File: src/design/assert_macros.svh
// Assertion macros for the RTL.
// Compiled out when SYNTHESIS is defined.
`ifndef ASSERT_MACROS_SVH
`define ASSERT_MACROS_SVH

`ifndef SYNTHESIS
`define ASSERT_IMPLY(label, clk, rst_n, ante, cons) \
    label: assert property (@(posedge clk) disable iff (!rst_n) (ante) |-> (cons)) \
        else $error("assertion failed");
`define ASSERT_NEXT(label, clk, rst_n, ante, cons) \
    label: assert property (@(posedge clk) disable iff (!rst_n) (ante) |=> (cons)) \
        else $error("assertion failed");
`else
`define ASSERT_IMPLY(label, clk, rst_n, ante, cons)
`define ASSERT_NEXT(label, clk, rst_n, ante, cons)
`endif

`endif

File: src/design/l2ih_pkg.sv
// Types and constants for the log2 interval histogram.
// No dependencies.
`timescale 1ns / 1ps

package l2ih_pkg;

    localparam int CMD_W    = 2;
    localparam int SEC_W    = 32;
    localparam int USEC_W   = 20;
    localparam int BNUM_W   = 5;
    localparam int BCNT_W   = 32;
    // seconds * 1e6 + microseconds always fits in 52 bits
    localparam int TIME_W   = 52;
    localparam int LEN_W    = $clog2(TIME_W + 1);

    localparam logic [USEC_W-1:0] US_PER_SECOND = USEC_W'(1000000);

    localparam logic [CMD_W-1:0] CMD_SAMPLE = 2'd0;
    localparam logic [CMD_W-1:0] CMD_DUMP   = 2'd1;
    localparam logic [CMD_W-1:0] CMD_CLEAR  = 2'd2;

    typedef enum logic [3:0] {
        ST_IDLE,
        ST_MUL,
        ST_SUM,
        ST_DIFF,
        ST_LEN,
        ST_RD,
        ST_WR,
        ST_CLEAR,
        ST_DUMP_RD,
        ST_DUMP_OUT
    } state_t;

    typedef struct packed {
        logic load_in;
        logic mul;
        logic sum;
        logic diff;
        logic shift;
        logic bin_rd;
        logic bin_wr;
        logic clr;
        logic dump_start;
        logic dump_rd;
        logic dump_next;
    } ctl_cmd_t;

    typedef struct packed {
        logic have_prev;
        logic diff_zero;
        logic dump_last;
    } dp_status_t;

endpackage

File: src/design/l2ih_ctrl.sv
// Controller state machine for the log2 interval histogram.
// Uses l2ih_pkg; drives the datapath through ctl_cmd_t.
`timescale 1ns / 1ps

module l2ih_ctrl (
    input  logic                         clk,
    input  logic                         rst_n,
    input  logic                         in_valid,
    input  logic [l2ih_pkg::CMD_W-1:0]   command,
    input  logic                         out_stall,
    input  l2ih_pkg::dp_status_t         status,
    output logic                         in_stall,
    output logic                         out_valid,
    output l2ih_pkg::ctl_cmd_t           cmd
);
    import l2ih_pkg::*;

    state_t state_reg;
    state_t state_next;
    logic   accept;

    assign accept = in_valid && (state_reg == ST_IDLE);

    always_ff @(posedge clk or negedge rst_n)
    begin
        if (!rst_n)
        begin
            state_reg <= ST_IDLE;
        end
        else
        begin
            state_reg <= state_next;
        end
    end

    always_comb
    begin
        state_next = state_reg;
        case (state_reg)
            ST_IDLE:
            begin
                if (in_valid)
                begin
                    case (command)
                        CMD_SAMPLE: state_next = ST_MUL;
                        CMD_DUMP:   state_next = ST_DUMP_RD;
                        CMD_CLEAR:  state_next = ST_CLEAR;
                        default:    state_next = ST_IDLE;
                    endcase
                end
            end
            ST_MUL:   state_next = ST_SUM;
            ST_SUM:   state_next = ST_DIFF;
            // first sample after reset or clear only primes the stored time
            ST_DIFF:  state_next = status.have_prev ? ST_LEN : ST_IDLE;
            ST_LEN:   state_next = status.diff_zero ? ST_RD : ST_LEN;
            ST_RD:    state_next = ST_WR;
            ST_WR:    state_next = ST_IDLE;
            ST_CLEAR: state_next = ST_IDLE;
            ST_DUMP_RD: state_next = ST_DUMP_OUT;
            ST_DUMP_OUT:
            begin
                if (!out_stall)
                begin
                    state_next = status.dump_last ? ST_IDLE : ST_DUMP_RD;
                end
            end
            default:  state_next = ST_IDLE;
        endcase
    end

    always_comb
    begin
        cmd            = '0;
        cmd.load_in    = accept && (command == CMD_SAMPLE);
        cmd.dump_start = accept && (command == CMD_DUMP);
        cmd.mul        = (state_reg == ST_MUL);
        cmd.sum        = (state_reg == ST_SUM);
        cmd.diff       = (state_reg == ST_DIFF);
        cmd.shift      = (state_reg == ST_LEN) && !status.diff_zero;
        cmd.bin_rd     = (state_reg == ST_RD);
        cmd.bin_wr     = (state_reg == ST_WR);
        cmd.clr        = (state_reg == ST_CLEAR);
        cmd.dump_rd    = (state_reg == ST_DUMP_RD);
        cmd.dump_next  = (state_reg == ST_DUMP_OUT) && !out_stall;
        in_stall       = (state_reg != ST_IDLE);
        out_valid      = (state_reg == ST_DUMP_OUT);
    end

endmodule

File: src/design/l2ih_datapath.sv
// Datapath for the log2 interval histogram: time arithmetic, bit length
// counter and the bin memory. Uses l2ih_pkg; commanded by l2ih_ctrl.
`timescale 1ns / 1ps

module l2ih_datapath #(
    parameter int BIN_COUNT   = 32,
    parameter int COUNT_WIDTH = 32
) (
    input  logic                          clk,
    input  logic                          rst_n,
    input  l2ih_pkg::ctl_cmd_t            cmd,
    input  logic [l2ih_pkg::SEC_W-1:0]    stamp_seconds,
    input  logic [l2ih_pkg::USEC_W-1:0]   stamp_microseconds,
    output l2ih_pkg::dp_status_t          status,
    output logic [l2ih_pkg::BNUM_W-1:0]   bin_number,
    output logic [l2ih_pkg::BCNT_W-1:0]   bin_count,
    output logic                          last_bin
);
    import l2ih_pkg::*;

    localparam int IDX_W   = $clog2(BIN_COUNT);
    localparam int BIN_MAX = BIN_COUNT - 1;

    logic [SEC_W-1:0]       sec_reg;
    logic [USEC_W-1:0]      usec_reg;
    logic [TIME_W-1:0]      prod_reg;
    logic [TIME_W-1:0]      now_reg;
    logic [TIME_W-1:0]      prev_reg;
    logic [TIME_W-1:0]      prev_next;
    logic [TIME_W-1:0]      diff_reg;
    logic [TIME_W-1:0]      diff_next;
    logic                   have_prev_reg;
    logic [LEN_W-1:0]       len_reg;
    logic [LEN_W-1:0]       len_next;
    logic [IDX_W-1:0]       bin_sat;
    logic [IDX_W-1:0]       bin_addr_reg;
    logic [IDX_W-1:0]       dump_idx_reg;
    logic [IDX_W-1:0]       rd_addr;
    logic [BIN_COUNT-1:0]   valid_reg;
    logic [COUNT_WIDTH-1:0] mem [BIN_COUNT];
    logic [COUNT_WIDTH-1:0] rdata_reg;
    logic                   rvalid_reg;
    logic [COUNT_WIDTH-1:0] cur_count;
    logic [COUNT_WIDTH-1:0] inc_count;
    logic                   rd_en;

    // backward timestamps give a zero interval, which lands in bin 0
    assign diff_next = (now_reg >= prev_reg) ? (now_reg - prev_reg) : '0;
    assign prev_next = now_reg;
    assign len_next  = len_reg + LEN_W'(1);

    assign bin_sat = (int'(len_reg) > BIN_MAX) ? IDX_W'(BIN_MAX) : IDX_W'(len_reg);
    assign rd_en   = cmd.bin_rd || cmd.dump_rd;
    assign rd_addr = cmd.bin_rd ? bin_sat : dump_idx_reg;

    // entries not written since reset or clear read as zero
    assign cur_count = rvalid_reg ? rdata_reg : '0;
    assign inc_count = (&cur_count) ? cur_count : cur_count + COUNT_WIDTH'(1);

    always_ff @(posedge clk or negedge rst_n)
    begin
        if (!rst_n)
        begin
            have_prev_reg <= 1'b0;
            valid_reg     <= '0;
            len_reg       <= '0;
            dump_idx_reg  <= '0;
        end
        else
        begin
            if (cmd.clr)
            begin
                have_prev_reg <= 1'b0;
                valid_reg     <= '0;
            end
            else
            begin
                if (cmd.diff)
                begin
                    have_prev_reg <= 1'b1;
                end
                if (cmd.bin_wr)
                begin
                    valid_reg[bin_addr_reg] <= 1'b1;
                end
            end
            if (cmd.diff)
            begin
                len_reg <= '0;
            end
            else if (cmd.shift)
            begin
                len_reg <= len_next;
            end
            if (cmd.dump_start)
            begin
                dump_idx_reg <= '0;
            end
            else if (cmd.dump_next)
            begin
                dump_idx_reg <= dump_idx_reg + IDX_W'(1);
            end
        end
    end

    always_ff @(posedge clk)
    begin
        if (cmd.load_in)
        begin
            sec_reg  <= stamp_seconds;
            usec_reg <= stamp_microseconds;
        end
        if (cmd.mul)
        begin
            prod_reg <= TIME_W'(sec_reg) * TIME_W'(US_PER_SECOND);
        end
        if (cmd.sum)
        begin
            now_reg <= prod_reg + TIME_W'(usec_reg);
        end
        if (cmd.clr)
        begin
            prev_reg <= '0;
        end
        else if (cmd.diff)
        begin
            prev_reg <= prev_next;
        end
        if (cmd.diff)
        begin
            diff_reg <= diff_next;
        end
        else if (cmd.shift)
        begin
            diff_reg <= diff_reg >> 1;
        end
        if (cmd.bin_rd)
        begin
            bin_addr_reg <= bin_sat;
        end
    end

    // bin memory, one read and one write port
    always_ff @(posedge clk)
    begin
        if (cmd.bin_wr)
        begin
            mem[bin_addr_reg] <= inc_count;
        end
        if (rd_en)
        begin
            rdata_reg  <= mem[rd_addr];
            rvalid_reg <= valid_reg[rd_addr];
        end
    end

    assign status.have_prev = have_prev_reg;
    assign status.diff_zero = (diff_reg == '0);
    assign status.dump_last = (dump_idx_reg == IDX_W'(BIN_MAX));

    assign bin_number = BNUM_W'(dump_idx_reg);
    assign bin_count  = BCNT_W'(cur_count);
    assign last_bin   = status.dump_last;

endmodule

File: src/design/log2_interval_histogram.sv
// Histogram of log2 of the interval between successive timestamps.
// Channels: one input word per command (command, stamp_seconds,
// stamp_microseconds) on in_valid/in_stall; one output word per bin
// (bin_number, bin_count, last_bin) on out_valid/out_stall.
// A sample word runs a 32x20 multiply, an add and a subtract; then a
// one-bit-per-cycle shift counter finds L, the bit length of the interval
// (up to 52), then a read and a write of the bin memory.
// The first sample after reset or clear only stores the time. A clear
// word drops all bins at once through per-bin valid flags. A dump word
// reads each bin in a read state and presents it in an output state, the
// first after acceptance and each further one after the previous is taken;
// in_stall stays high until the last bin is taken.
// A stalled output word holds; the dump simply waits.
// Reset empties every bin and forgets the previous timestamp; no clearing
// pass is needed. Depends on l2ih_pkg, l2ih_ctrl, l2ih_datapath, assert_macros.svh.
`timescale 1ns / 1ps
`include "assert_macros.svh"

module log2_interval_histogram #(
    parameter int BIN_COUNT   = 32,
    parameter int COUNT_WIDTH = 32
) (
    input  logic                          clk,
    input  logic                          rst_n,
    input  logic                          in_valid,
    output logic                          in_stall,
    input  logic [l2ih_pkg::CMD_W-1:0]    command,
    input  logic [l2ih_pkg::SEC_W-1:0]    stamp_seconds,
    input  logic [l2ih_pkg::USEC_W-1:0]   stamp_microseconds,
    output logic                          out_valid,
    input  logic                          out_stall,
    output logic [l2ih_pkg::BNUM_W-1:0]   bin_number,
    output logic [l2ih_pkg::BCNT_W-1:0]   bin_count,
    output logic                          last_bin
);
    import l2ih_pkg::*;

    ctl_cmd_t   cmd;
    dp_status_t status;

    l2ih_ctrl u_ctrl (
        .clk       (clk),
        .rst_n     (rst_n),
        .in_valid  (in_valid),
        .command   (command),
        .out_stall (out_stall),
        .status    (status),
        .in_stall  (in_stall),
        .out_valid (out_valid),
        .cmd       (cmd)
    );

    l2ih_datapath #(
        .BIN_COUNT   (BIN_COUNT),
        .COUNT_WIDTH (COUNT_WIDTH)
    ) u_datapath (
        .clk                (clk),
        .rst_n              (rst_n),
        .cmd                (cmd),
        .stamp_seconds      (stamp_seconds),
        .stamp_microseconds (stamp_microseconds),
        .status             (status),
        .bin_number         (bin_number),
        .bin_count          (bin_count),
        .last_bin           (last_bin)
    );

    `ASSERT_IMPLY(a_dump_first, clk, rst_n, in_valid && !in_stall && command == CMD_DUMP, ##2 out_valid)
    `ASSERT_IMPLY(a_no_accept_in_dump, clk, rst_n, out_valid, in_stall)
    `ASSERT_NEXT(a_last_ends_dump, clk, rst_n, out_valid && !out_stall && last_bin, !out_valid)
    `ASSERT_NEXT(a_bins_in_order, clk, rst_n, out_valid && !out_stall && !last_bin, ##1 (out_valid && bin_number == $past(bin_number, 2) + 5'd1))

endmodule
File: config.mk
export PLATFORM = sky130hd
export DESIGN_NAME = log2_interval_histogram
export DESIGN_NICKNAME = d
export VERILOG_FILES = /design/src/design/l2ih_pkg.sv /design/src/design/l2ih_ctrl.sv /design/src/design/l2ih_datapath.sv /design/src/design/log2_interval_histogram.sv
export VERILOG_INCLUDE_DIRS = /design/src /design/src/design
export SDC_FILE = /design/constraint.sdc
export NUM_CORES = 2
export LEC_CHECK = 0
export BUFFER_PORTS_ARGS = -buffer_cell sky130_fd_sc_hd__buf_2
export CAP_MARGIN = 10
export CORE_ASPECT_RATIO = 2
export CORE_UTILIZATION = 35
export DETAILED_ROUTE_END_ITERATION = 10
export HOLD_SLACK_MARGIN = 0.08
export PLACE_DENSITY = 0.52
export SYNTH_ARGS = -nofsm -noshare
export SYNTH_HDL_FRONTEND = slang
export SYNTH_SLANG_ARGS = --single-unit
File: constraint.sdc
create_clock -name clk -period 5.6 [get_ports clk]
set_input_delay 1.12 -clock clk [delete_from_list [all_inputs] [get_ports clk]]
set_output_delay 1.12 -clock clk [all_outputs]
set_load 0.02 [all_outputs]
==> metrics.csv <==
metric,value,unit
status,"complete, but fails checks",
violated checks,setup timing,
vias in the first global route,38706,
worst r2r path cells,22,
routed len/inst,26.26,microns
DP HPWL,120600,microns
Hold Path End,u_datapath.now_reg[3]$_DFFE_PP_,
synthesized area,63560,sq um
max reg flops,1024,
slew margin rel.,19.89,%
final setup violation count,3,
antenna violations before repair,8,
layout cells sized above 1,22.98,%
startpoint types,register,
core area,180000,sq um
area post-placement,68770,sq um
final instance area,73400,sq um
top_reg_cell synth,edfxtp_1,
Nets,4802,
clk buf depth,3,
top-level I/O count,98,
die area,183400,sq um
Tcrit/Tclk final,100.3,%
clock sinks,1364,
top cell type's share of synthesized area,59.72,%
CP Data Arrival Time,6.09,ns
critical setup path kind,reg -> reg,
"commonest non-fill, non-tap cell in the layout",edfxtp_1,
Placement Rows,220,
power density over the cells,546.4,nW/um^2
Die Width,303.3,microns
"EDFF count, synth",1264,
Worst R2R Start,u_datapath.sec_reg[2]$_DFFE_PP_,
Pre-antenna DRT Iters,5,
RSZ-0062 raised after global routing,true,
reg2reg end,u_datapath.prod_reg[43]$_DFFE_PP_,
register area share after synthesis,63.25,%
Hold Path Origin,u_datapath.usec_reg[3]$_DFFE_PP_,
syn nets,4493,
largest net degree at the start of global routing,67,
setup_tns,-0.02225,ns
R2R Setup Slk,-0.02,ns
Via-to-Cell Ratio,5.269,
GP Congestion,0.8659,
cell taking the most area after synthesis,edfxtp_1,
DRT antenna net count,0,
DRC,0,
"Slew Viols, Final",0,
"IR drop worst, VDD",409.9,uV
Die Y,604.7,microns
most frequent cells in the layout,"edfxtp_1, inv_1, mux4_2",
"FFs w/ async S/R, synth",3.519,%
final wirelength,179000,microns
clock latency on the worst-skew pair,0.79,ns
Synth area leaders,"edfxtp_1, mux4_2, ha_1, fa_1, dfrtp_1",
critical path endpoint category,register,
"Req. time, crit path",6.08,ns
PortBufs,97,
Syn Area/Cell,15.60,sq um
max-capacitance violation count,0,
WHS Path Cells,0,
GR Overflow Total,0,
yosys warns,0,
final setup margin,-0.01614,ns
Synth Instances,4075,
Reg with most FFs,u_datapath.mem,
P_leak,26.93,nW
starting density of the core,35.31,%
worst slew pin tran,1.199,ns
Worst-path clk slew,0.06,ns
CP max FO,3,
post-route clock skew,0.08199,ns
Initial DRC Count,2295,
cts bufs inserted,120,
H-tree Lvls,3,
Hold Path Class,reg -> reg,
fillers,16604,
first-pass GRT wire length,259500,microns
f_max,178.1,MHz
Netlist cell types,79,
via count,35916,
min Tclk post-route,5.616,ns
Tot GR Track Use,19.64,%
#FFs+latches synth,1364,
Root Buffer Master,clkbuf_16,
Final Hold Fails,0,
CTS tree,yes,
P&R area growth vs syn,15.48,%
## metrics by stage
| stage | utilization [%] | worst slack (ns) | std cells | power (W) | hold WS, ns |
|---|---|---|---|---|---|
| after detailed placement | 38.20 | -0.4226 | 6570 | 0.03042 | 0.4082 |
| after global routing | 40.77 | -0.2266 | 6815 | 0.04240 | 0.4411 |
| after floorplan | - | 0.0004690 | 4075 | 0.02440 | 0.4003 |
| final | 40.77 | -0.01614 | 6816 | 0.04011 | 0.4227 |
| after global placement | 38.20 | -0.3441 | 6570 | 0.03034 | 0.4133 |
| after CTS | 40.57 | -0.1053 | 6803 | 0.03965 | 0.4267 |
## area by class of cell
type / instances / area [sq um] / area share, %
sequential: 1364 / 40200 / 54.77
multi-input combinational: 2253 / 22530 / 30.69
clock buffer: 162 / 3222 / 4.389
tap: 2331 / 2917 / 3.974
timing repair buffer: 350 / 2675 / 3.645
inverter: 295 / 1111 / 1.514
clock inverter: 59 / 744.5 / 1.014
antenna: 2 / 5.005 / 0.006819
## layer usage
layer / share of wire [%] / wire [microns] / global-route usage (%) / vias up
li1: - / - / - / 16025
met1: 34 / 61600 / 20.26 / 18753
met2: 57 / 102800 / 38.95 / 817
met3: 3.5 / 6230 / 2.132 / 321
met4: 4.6 / 8318 / 8.419 / 0
met5: 0 / 0 / 0 / -
## power by group
part / switching, W / internal (W)
combinational: 0.00993 / 0.00827
sequential: 0.000620 / 0.0128
clock: 0.00387 / 0.00461
## critical path, cell delays in order, from the launching register on
cell	delay, ns
edfxtp_1	0.39
inv_2	0.08
fa_1	0.52
inv_2	0.04
fa_1	0.45
fa_1	0.53
fa_1	0.44
ha_1	0.29
inv_1	0.05
fa_1	0.49
inv_2	0.05
ha_4	0.27
and3_4	0.20
and3_4	0.18
a22oi_2	0.07
a2111oi_4	0.47
o41ai_4	0.11
buf_4	0.18
buf_6	0.11
buf_6	0.11
nor2_4	0.12
a21oi_2	0.08
xnor2_2	0.14
## cell usage after synthesis, drive strengths merged (4+ instances only)
cell / number
or3: 9
nor2: 236
xnor2: 123
nor4: 26
and2: 41
o211ai: 40
a221o: 4
o22ai: 4
dfxtp: 52
nor3b: 6
o21a: 14
edfxtp: 1264
a41oi: 4
or2: 10
a22o: 48
nor2b: 15
and4: 5
clkbuf: 94
dfrtp: 48
fa: 137
a221oi: 5
and3: 27
nand3: 55
ha: 223
a211oi: 8
nand2: 252
o31ai: 6
a21o: 47
a21oi: 201
o21bai: 17
a31oi: 5
xor2: 41
nand4: 42
a21boi: 7
buf: 69
o21ai: 97
inv: 295
a32o: 4
nand2b: 14
o221ai: 4
nor3: 36
mux4: 264
mux2i: 78
mux2: 68
## kinds of logic after synthesis
group	after synthesis	share of synthesized area, %
DFF	1364	63.25
and+or+nand+nor	784	5.742
AOI/OAI and AO/OA	535	5.421
buffers and inverters	458	2.839
muxes	410	11.79
adders and majority gates	360	8.705
xor gates and xnor gates	164	2.260
## worst max path at each step
| stage | startpoint | to | slack, ns |
|---|---|---|---|
| finish | u_datapath.sec_reg[2]$_DFFE_PP_ | u_datapath.prod_reg[43]$_DFFE_PP_ | -0.02 |
| global route | u_datapath.sec_reg[2]$_DFFE_PP_ | u_datapath.prod_reg[51]$_DFFE_PP_ | -0.23 |
| CTS | u_datapath.sec_reg[2]$_DFFE_PP_ | u_datapath.prod_reg[51]$_DFFE_PP_ | -0.11 |
| detailed placement | u_datapath.sec_reg[1]$_DFFE_PP_ | u_datapath.prod_reg[51]$_DFFE_PP_ | -0.42 |
| global placement | u_datapath.sec_reg[1]$_DFFE_PP_ | u_datapath.prod_reg[51]$_DFFE_PP_ | -0.34 |
| floorplan | u_datapath.sec_reg[13]$_DFFE_PP_ | u_datapath.prod_reg[45]$_DFFE_PP_ | 0.0005 |
## timing repair
action	4_1_cts	5_1_grt
gates resized for setup	47	60
pin swaps	21	24
hold buffers	0	0
setup endpoints to repair	20	22
gates cloned	0	0
buffers inserted	12	10
(Power assumes the default switching activity.)
